### config.mk
export PLATFORM = sky130hd
export DESIGN_NAME = psc_regs
export DESIGN_NICKNAME = d
export VERILOG_FILES = /design/src/design/pid_speed_controller_top_defines.svh /design/src/design/psc_pkg.sv /design/src/design/psc_regs.sv
export SDC_FILE = /design/constraint.sdc
export NUM_CORES = 1
export LEC_CHECK = 0
export BUFFER_PORTS_ARGS = -buffer_cell sky130_fd_sc_hd__clkbuf_2
export CAP_MARGIN = 30
export CORE_MARGIN = 8
export CORE_UTILIZATION = 50
export CTS_BUF_LIST = sky130_fd_sc_hd__clkbuf_2 sky130_fd_sc_hd__clkbuf_4 sky130_fd_sc_hd__clkbuf_8
export DETAILED_ROUTE_END_ITERATION = 10
export PLACE_DENSITY = 0.78
export SLEW_MARGIN = 30
export SYNTH_ARGS = -nofsm -noshare
export SYNTH_HDL_FRONTEND = slang
export SYNTH_SLANG_ARGS = --single-unit
### constraint.sdc
create_clock -name clk -period 1 [get_ports clk]
set_clock_uncertainty 0.05 [all_clocks]
set_input_delay 0.1 -clock clk [delete_from_list [all_inputs] [get_ports clk]]
set_output_delay 0.1 -clock clk [all_outputs]
set_load 0.01 [all_outputs]
### src/design/pid_speed_controller_top_defines.svh
// Assertion macros for the PID speed controller.
// Used by pid_speed_controller_top; relies on clk and rst_n in scope.
`ifndef PID_SPEED_CONTROLLER_TOP_DEFINES_SVH
`define PID_SPEED_CONTROLLER_TOP_DEFINES_SVH

// Same-cycle implication, checked out of reset
`define PSC_ASSERT_IMPLY(label, ante, cons) \
    label: assert property (@(posedge clk) disable iff (!rst_n) (ante) |-> (cons)) \
        else $error("psc assertion failed");

// Next-cycle implication, checked out of reset
`define PSC_ASSERT_NEXT(label, ante, cons) \
    label: assert property (@(posedge clk) disable iff (!rst_n) (ante) |=> (cons)) \
        else $error("psc assertion failed");

`endif

### src/design/psc_pkg.sv
// Shared types, constants and Q16.16 helpers for the PID speed controller.
// No dependencies.
package psc_pkg;

    // Q16.16 constants
    localparam logic signed [31:0] ONE_Q16     = 32'sd65536;
    localparam logic signed [31:0] NEG_ONE_Q16 = -32'sd65536;
    localparam logic signed [31:0] DECAY_Q16   = 32'sd58982;   // 0.9, truncated
    localparam logic signed [31:0] S32_MAX     = 32'sh7FFF_FFFF;
    localparam logic signed [31:0] S32_MIN     = 32'sh8000_0000;

    // Register reset values
    localparam logic [30:0]        RST_GAIN_P    = 31'd655360;
    localparam logic [30:0]        RST_GAIN_I    = 31'd0;
    localparam logic [30:0]        RST_GAIN_D    = 31'd0;
    localparam logic [30:0]        RST_INT_LIMIT = 31'd6553600;
    localparam logic [30:0]        RST_SLOPE_LIM = 31'd1310720;
    localparam logic signed [31:0] RST_CEILING   = 32'sd9830400;
    localparam logic signed [31:0] RST_FLOOR     = 32'sd0;

    // Register indexes; index 7 is unused
    typedef enum logic [2:0] {
        REG_GAIN_P         = 3'd0,
        REG_GAIN_I         = 3'd1,
        REG_GAIN_D         = 3'd2,
        REG_INTEGRAL_LIMIT = 3'd3,
        REG_SLOPE_LIMIT    = 3'd4,
        REG_OUTPUT_CEILING = 3'd5,
        REG_OUTPUT_FLOOR   = 3'd6
    } psc_reg_idx_t;

    // Configuration bundle
    typedef struct packed {
        logic [30:0]        gain_p;
        logic [30:0]        gain_i;
        logic [30:0]        gain_d;
        logic [30:0]        integral_limit;
        logic [30:0]        slope_limit;
        logic signed [31:0] output_ceiling;
        logic signed [31:0] output_floor;
    } psc_cfg_t;

    // Controller state carried from item to item
    typedef struct packed {
        logic signed [31:0] integral;
        logic signed [31:0] prev_error;
    } psc_state_t;

    // Sign-extend a 32-bit value to 34 bits
    function automatic logic signed [33:0] sext34(input logic signed [31:0] a);
        sext34 = {{2{a[31]}}, a};
    endfunction

    // Saturate a 34-bit sum to 32 signed bits
    function automatic logic signed [31:0] sat34(input logic signed [33:0] v);
        if (v[33:31] == {3{v[33]}})
            sat34 = v[31:0];
        else if (v[33])
            sat34 = S32_MIN;
        else
            sat34 = S32_MAX;
    endfunction

    // Q16.16 product: floor(a*b / 2^16), saturated to 32 signed bits
    function automatic logic signed [31:0] mul_q16(input logic signed [31:0] a,
                                                   input logic signed [31:0] b);
        logic signed [63:0] prod;
        logic signed [63:0] shifted;
        prod    = a * b;
        shifted = prod >>> 16;
        if (shifted[63:31] == {33{shifted[63]}})
            mul_q16 = shifted[31:0];
        else if (shifted[63])
            mul_q16 = S32_MIN;
        else
            mul_q16 = S32_MAX;
    endfunction

endpackage

### src/design/psc_regs.sv
// Configuration register file for the PID speed controller.
// Depends on psc_pkg.
module psc_regs
(
    input  logic                clk,
    input  logic                rst_n,
    input  logic                cfg_write,
    input  logic [2:0]          cfg_index,
    input  logic [31:0]         cfg_data,
    output psc_pkg::psc_cfg_t   cfg
);

    psc_pkg::psc_cfg_t cfg_reg;

    // Register writes; bits above a register's width are dropped
    always_ff @(posedge clk or negedge rst_n)
    begin
        if (!rst_n)
        begin
            cfg_reg.gain_p         <= psc_pkg::RST_GAIN_P;
            cfg_reg.gain_i         <= psc_pkg::RST_GAIN_I;
            cfg_reg.gain_d         <= psc_pkg::RST_GAIN_D;
            cfg_reg.integral_limit <= psc_pkg::RST_INT_LIMIT;
            cfg_reg.slope_limit    <= psc_pkg::RST_SLOPE_LIM;
            cfg_reg.output_ceiling <= psc_pkg::RST_CEILING;
            cfg_reg.output_floor   <= psc_pkg::RST_FLOOR;
        end
        else if (cfg_write)
        begin
            unique case (psc_pkg::psc_reg_idx_t'(cfg_index))
                psc_pkg::REG_GAIN_P:         cfg_reg.gain_p         <= cfg_data[30:0];
                psc_pkg::REG_GAIN_I:         cfg_reg.gain_i         <= cfg_data[30:0];
                psc_pkg::REG_GAIN_D:         cfg_reg.gain_d         <= cfg_data[30:0];
                psc_pkg::REG_INTEGRAL_LIMIT: cfg_reg.integral_limit <= cfg_data[30:0];
                psc_pkg::REG_SLOPE_LIMIT:    cfg_reg.slope_limit    <= cfg_data[30:0];
                psc_pkg::REG_OUTPUT_CEILING: cfg_reg.output_ceiling <= cfg_data;
                psc_pkg::REG_OUTPUT_FLOOR:   cfg_reg.output_floor   <= cfg_data;
                default:                     ;
            endcase
        end
    end

    assign cfg = cfg_reg;

endmodule

==> results.cfg, run 1 <==
[synth]
synthTopCellsByArea = dfrtp_1 64%, mux2_2 27%, dfstp_2 3.5%
synth_edf_count = 0
yosysMostFrequentCell = dfrtp_1
synthesis.area_mm2 = 0.008157
synth_top_area_share_pct = 63.81
synth_top_family_by_area = multiplexers
ys_warn_count = 0
synthesis.nets = 505
synth.distinct_cells = 10
synth_compound_area_share_pct = 0
ys_seq_area_share_pct = 67.36
syn_avg_cell_area_um2 = 17.47
synthSimpleGateAreaFrac_pct = 0.9664
synth_xor_area_share_pct = 0
ys.flop_type = dfrtp_1
netlist_instances = 467
muxShareOfSynthArea_pct = 30.23
yosys-top-cells-count = 208 x dfrtp_1, 199 x mux2_2, 20 x mux2_1
async_reset_ff_share_pct = 100.0
ys_ff_latch = 219
synthAdderAreaFrac_pct = 0
synth_top_area_cell = dfrtp_1

[placed_design]
dp_hpwl_um = 15440
gp_congestion = 0.7887
port_buffers = 256

[global_routing]
grt_max_degree = 38
track_usage_pct = 23.27
grt_pass1_wl_um = 36800
antenna_found_initial = 0
grt_pass1_vias = 6491
overflow = 0

[worst_hold_path]
hold_class = in -> async

[layout]
seqCellArea_mm2 = 0.005494
drive_gt1_share_pct = 74.21
nets = 961
largest_reg_flops = 219
final_core_util_pct = 81.55
multi_input_area_mm2 = 0.003023
fill_cells = 786
syn2layout_area_growth_pct = 59.40
diodes = 0

[critical_path]
crit_chain = buf_6
r2r_setup_slack_ns = -0.10
rr_worst_depth = 3
cp_max_fo = 2
worstSetupPathType = reg -> out
cp-end-kind = output pin
critPathRequiredTime_ns = 0.85
cp_top_family = flip-flops
critPathArrivalTime_ns = 1.18
cp_num_buf_inv = 1
r2r-start = cfg[92]
cp_slowest_stage_delay_ns = 0.56
critPathLaunchType = flip-flop
reg2reg_to = cfg[92]
cp_slowest_cell = dfstp_2

[clock_tree]
cts.path.max_buffers = 3
cts_root_buf = clkbuf_8
htreeDepth = 2
cts_tree = yes
insertion_delay_ns = 0.50
cts.sinks = 219
cts.clk_slew.worst_paths_ns = 0.07
cts_made_buffers = 37

[drt]
drc = 0
dr.first_iter.drc_count = 181
drt_wl_total_um = 27570
routedWlPerCell_um = 23.65
dr.pass1.iters = 4
detail_route.vias_per_cell = 5.134
ant_nets = 0
vias = 5986

[timing]
fin_crit_sh_pct = 133.3
timing.fmax_ghz = 0.7501
layout_setup_ws_ns = -0.3331
hold_ws_ns = 0.01491
slew_violations = 0
worst_pin_slew_ns = 0.3177
rsz0062_at_grt = yes
period_needed_ns = 1.333
max_slew_margin_pct = 78.82
setup_viol = 248
finalHoldViolations = 0

[floorplan]
initial_core_util_pct = 51.16
coreArea_mm2 = 0.01594
pin_count = 257
die_h_um = 143.7
num_rows = 46
dieWidth_um = 143.7
dieArea_mm2 = 0.02066

[power_and_ir_drop]
p_per_area_mw_per_mm2 = 2315
pwr-share-seq_pct = 41.0
clock_power_share_pct = 27.6
p_sw_w = 0.008687
ir_worst_vdd_uv = 1296
p_int_w = 0.02141
p_leak_nw = 6.533
p_comb_share_pct = 31.4
switching_share_pct = 28.86

[run_status]
violations = negative setup slack
outcome = finished, violations left

[run]
maxCapViolations = 0
-- cell families (layout without fill, tap and decap cells) --
| family | after synthesis | in the layout |
|---|---|---|
| flip-flops | 219 | 219 |
| multiplexers | 219 | 219 |
| buffers and inverters | 22 | 505 |
| AND/OR/NAND/NOR | 7 | 7 |
-- power by group through the flow --
stage | Clock, W | Combinational, W | Sequential, W
after CTS | 0.00834 | 0.00770 | 0.0120
after global routing | 0.00886 | 0.00993 | 0.0125
after global placement | 0 | 0.00638 | 0.0121
after floorplan | 0 | 0.00250 | 0.0129
after detailed placement | 0 | 0.00656 | 0.0122
final | 0.00830 | 0.00945 | 0.0124
-- metrics by stage --
| step | setup slack (ns) | TNS (ns) | std cells | total power [W] | cell area (µm²) |
|---|---|---|---|---|---|
| 3_5_place_dp | -0.4172 | -68.91 | 937 | 0.01877 | 10400 |
| 2_1_floorplan | -0.2212 | -31.73 | 467 | 0.01545 | 8787 |
| 6_report | -0.3331 | -43.31 | 1166 | 0.03010 | 13000 |
| 3_3_place_gp | -0.3800 | -62.97 | 937 | 0.01850 | 10400 |
| 4_1_cts | -0.3598 | -45.94 | 1110 | 0.02808 | 12080 |
| 5_1_grt | -0.3666 | -53.34 | 1166 | 0.03128 | 13000 |
-- cell usage in the layout (no fill, tap or decap), drive strengths merged --
| master | count |
|---|---|
| clkbuf | 244 |
| dlygate4sd3 | 34 |
| and4bb | 3 |
| clkinv | 1 |
| nor4b | 1 |
| dfstp | 11 |
| buf | 224 |
| nand4b | 3 |
| mux2 | 219 |
| clkinvlp | 2 |
| dfrtp | 208 |
-- routing by layer --
metal / part of all wire (%) / GRT usage (%)
met5: 0 / 0
met4: 3.0 / 8.301
met3: 7.9 / 8.494
met2: 51 / 38.42
met1: 38 / 27.52
-- layout make-up --
class	count	area share, %
Clock buffer	63	5.851
Multi-Input combinational cell	226	23.25
Tap cell	216	2.079
Clock inverter	3	0.1540
Sequential cell	219	42.26
Timing Repair Buffer	439	26.41
-- what timing repair did --
item	CTS	global route
buffers inserted	74	55
hold endpoints to repair	438	2
resized for setup	2	187
setup endpoints to repair	219	219
hold buffers	33	1
-- worst max-delay path by stage --
stage | startpoint | end | slack (ns) | cells past startpoint
2_1_floorplan | cfg_index[2] | cfg[188] | -0.22 | 4
3_3_place_gp | cfg_index[0] | cfg[206] | -0.38 | 4
3_5_place_dp | cfg_index[0] | cfg[203] | -0.42 | 4
4_1_cts | cfg[82] | cfg[82] | -0.36 | 1
5_1_grt | cfg[52] | cfg[52] | -0.37 | 1
6_report | cfg[207] | cfg[207] | -0.33 | 1
(Power assumes the default switching activity.)
==> run 2: changes to the inputs <==
--- a/config.mk
+++ b/config.mk
@@ -12,6 +12,7 @@
 export CTS_BUF_LIST = sky130_fd_sc_hd__clkbuf_2 sky130_fd_sc_hd__clkbuf_4 sky130_fd_sc_hd__clkbuf_8
 export DETAILED_ROUTE_END_ITERATION = 10
 export PLACE_DENSITY = 0.78
+export SETUP_SLACK_MARGIN = 0.15
 export SLEW_MARGIN = 30
 export SYNTH_ARGS = -nofsm -noshare
 export SYNTH_HDL_FRONTEND = slang
==> results.cfg, run 2 (synthesis results as in run 1) <==
[power_and_ir_drop]
p_int_w = 0.02204
pwr-share-seq_pct = 40.3
switching_share_pct = 29.22
p_sw_w = 0.009102
clock_power_share_pct = 26.9
p_leak_nw = 6.827
p_per_area_mw_per_mm2 = 2291
p_comb_share_pct = 32.8
ir_worst_vdd_uv = 1265

[critical_path]
cp_num_buf_inv = 1
cp_top_family = flip-flops
cp_slowest_cell = dfstp_2
critPathRequiredTime_ns = 0.85
cp_max_fo = 2
critPathArrivalTime_ns = 1.19
worstSetupPathType = reg -> out
cp_slowest_stage_delay_ns = 0.56
crit_chain = buf_8
critPathLaunchType = flip-flop
cp-end-kind = output pin

[clock_tree]
cts.path.max_buffers = 3
hold_buffers = 33
cts_made_buffers = 37
cts_root_buf = clkbuf_8
htreeDepth = 2
insertion_delay_ns = 0.51
cts.clk_slew.worst_paths_ns = 0.06
cts.sinks = 219
cts_tree = yes

[global_routing]
grt_max_degree = 38
track_usage_pct = 23.97
grt_pass1_vias = 6541
overflow = 0
grt_pass1_wl_um = 37780
antenna_found_initial = 1

[floorplan]
coreArea_mm2 = 0.01594
dieWidth_um = 143.7
dieArea_mm2 = 0.02066
die_h_um = 143.7
pin_count = 257
num_rows = 46
initial_core_util_pct = 51.16

[layout]
final_common_cell = dfrtp_1
seqCellArea_mm2 = 0.005494
nets = 971
multi_input_area_mm2 = 0.003143
fill_cells = 723
drive_gt1_share_pct = 74.58
final_cell_mix = 208 x dfrtp_1, 175 x clkbuf_2, 165 x buf_6
largest_reg_flops = 219
syn2layout_area_growth_pct = 66.67

[drt]
drt_wl_total_um = 29880
ant_nets = 0
dr.pass1.iters = 4
vias = 6162
detail_route.vias_per_cell = 5.235
routedWlPerCell_um = 25.39
dr.first_iter.drc_count = 219
drc = 0

[timing]
finalHoldViolations = 0
max_slew_margin_pct = 78.52
fin_tns_setup_ns = -46.14
setup_viol = 251
slew_violations = 0
rsz0062_at_grt = yes
layout_setup_ws_ns = -0.3440
worst_pin_slew_ns = 0.3223
period_needed_ns = 1.344
fin_crit_sh_pct = 134.4
timing.fmax_ghz = 0.7440
hold_ws_ns = 0.005703

[placed_design]
gp_congestion = 0.7887
port_buffers = 256
dp_hpwl_um = 15440

[run_status]
violations = negative setup slack
outcome = finished, violations left

[run]
maxCapViolations = 0

[worst_hold_path]
hold_class = in -> async
run 2: cell types whose count changed in the layout (fill, tap and decap cells not counted), sizes merged:
cell,previous run,this run
buf,224,239
clkbuf,244,240
diode,0,1
dlygate4sd3,34,33
run 2: worst paths after layout:
| path | from | endpoint | slack [ns] | cells after the start |
|---|---|---|---|---|
| max in group asynchronous | rst_n | cfg[203] | 0.33 | 3 |
| min reg2reg | cfg[101] | cfg[101] | 0.46 | 1 |
| max | cfg[116] | cfg[116] | -0.34 | 1 |
| min | rst_n | cfg[59] | 0.006 | 2 |
| max reg2reg | cfg[86] | cfg[86] | -0.14 | 3 |
| min in group clk | cfg_index[1] | cfg[211] | 0.17 | 5 |
run 2: timing repair:
action,CTS,global route
pin swaps,1,1
gates cloned,3,0
buffers inserted,76,61
gates resized for setup,26,292
endpoints found under the hold margin,438,2
setup endpoints to repair,242,324
run 2: per-layer routing:
| layer | GRT usage (%) | share of wire (%) | up-vias |
|---|---|---|---|
| met5 | 0 | 0 | - |
| met4 | 7.969 | 3.7 | 0 |
| met3 | 8.394 | 7.1 | 80 |
| met2 | 39.97 | 51 | 303 |
| met1 | 28.45 | 38 | 3175 |
| li1 | - | - | 2604 |
run 2: area by class of cell:
class	count	share of cell area [%]
repair buffers	449	28.72
flip-flops and latches	219	40.41
multi-input cells	226	23.12
diodes	1	0.01841
well taps	216	1.988
clock inverters	3	0.1473
clock buffers	63	5.596
run 2: power groups by stage:
stage / clock network [W] / logic (W) / registers, W
2_1_floorplan: 0 / 0.00250 / 0.0129
3_3_place_gp: 0 / 0.00638 / 0.0121
3_5_place_dp: 0 / 0.00656 / 0.0122
4_1_cts: 0.00834 / 0.00783 / 0.0120
5_1_grt: 0.00892 / 0.0107 / 0.0127
6_report: 0.00839 / 0.0102 / 0.0125
run 2: per-stage QoR:
step	power [W]	util, %	cell area, µm²	setup WS, ns	instances
CTS	0.02820	76.89	12260	-0.3598	1115
finish	0.03115	85.27	13590	-0.3440	1177
detailed placement	0.01877	65.20	10400	-0.4172	937
global placement	0.01850	65.20	10400	-0.3800	937
global route	0.03232	85.27	13590	-0.3657	1177
floorplan	0.01545	-	8787	-0.2212	467
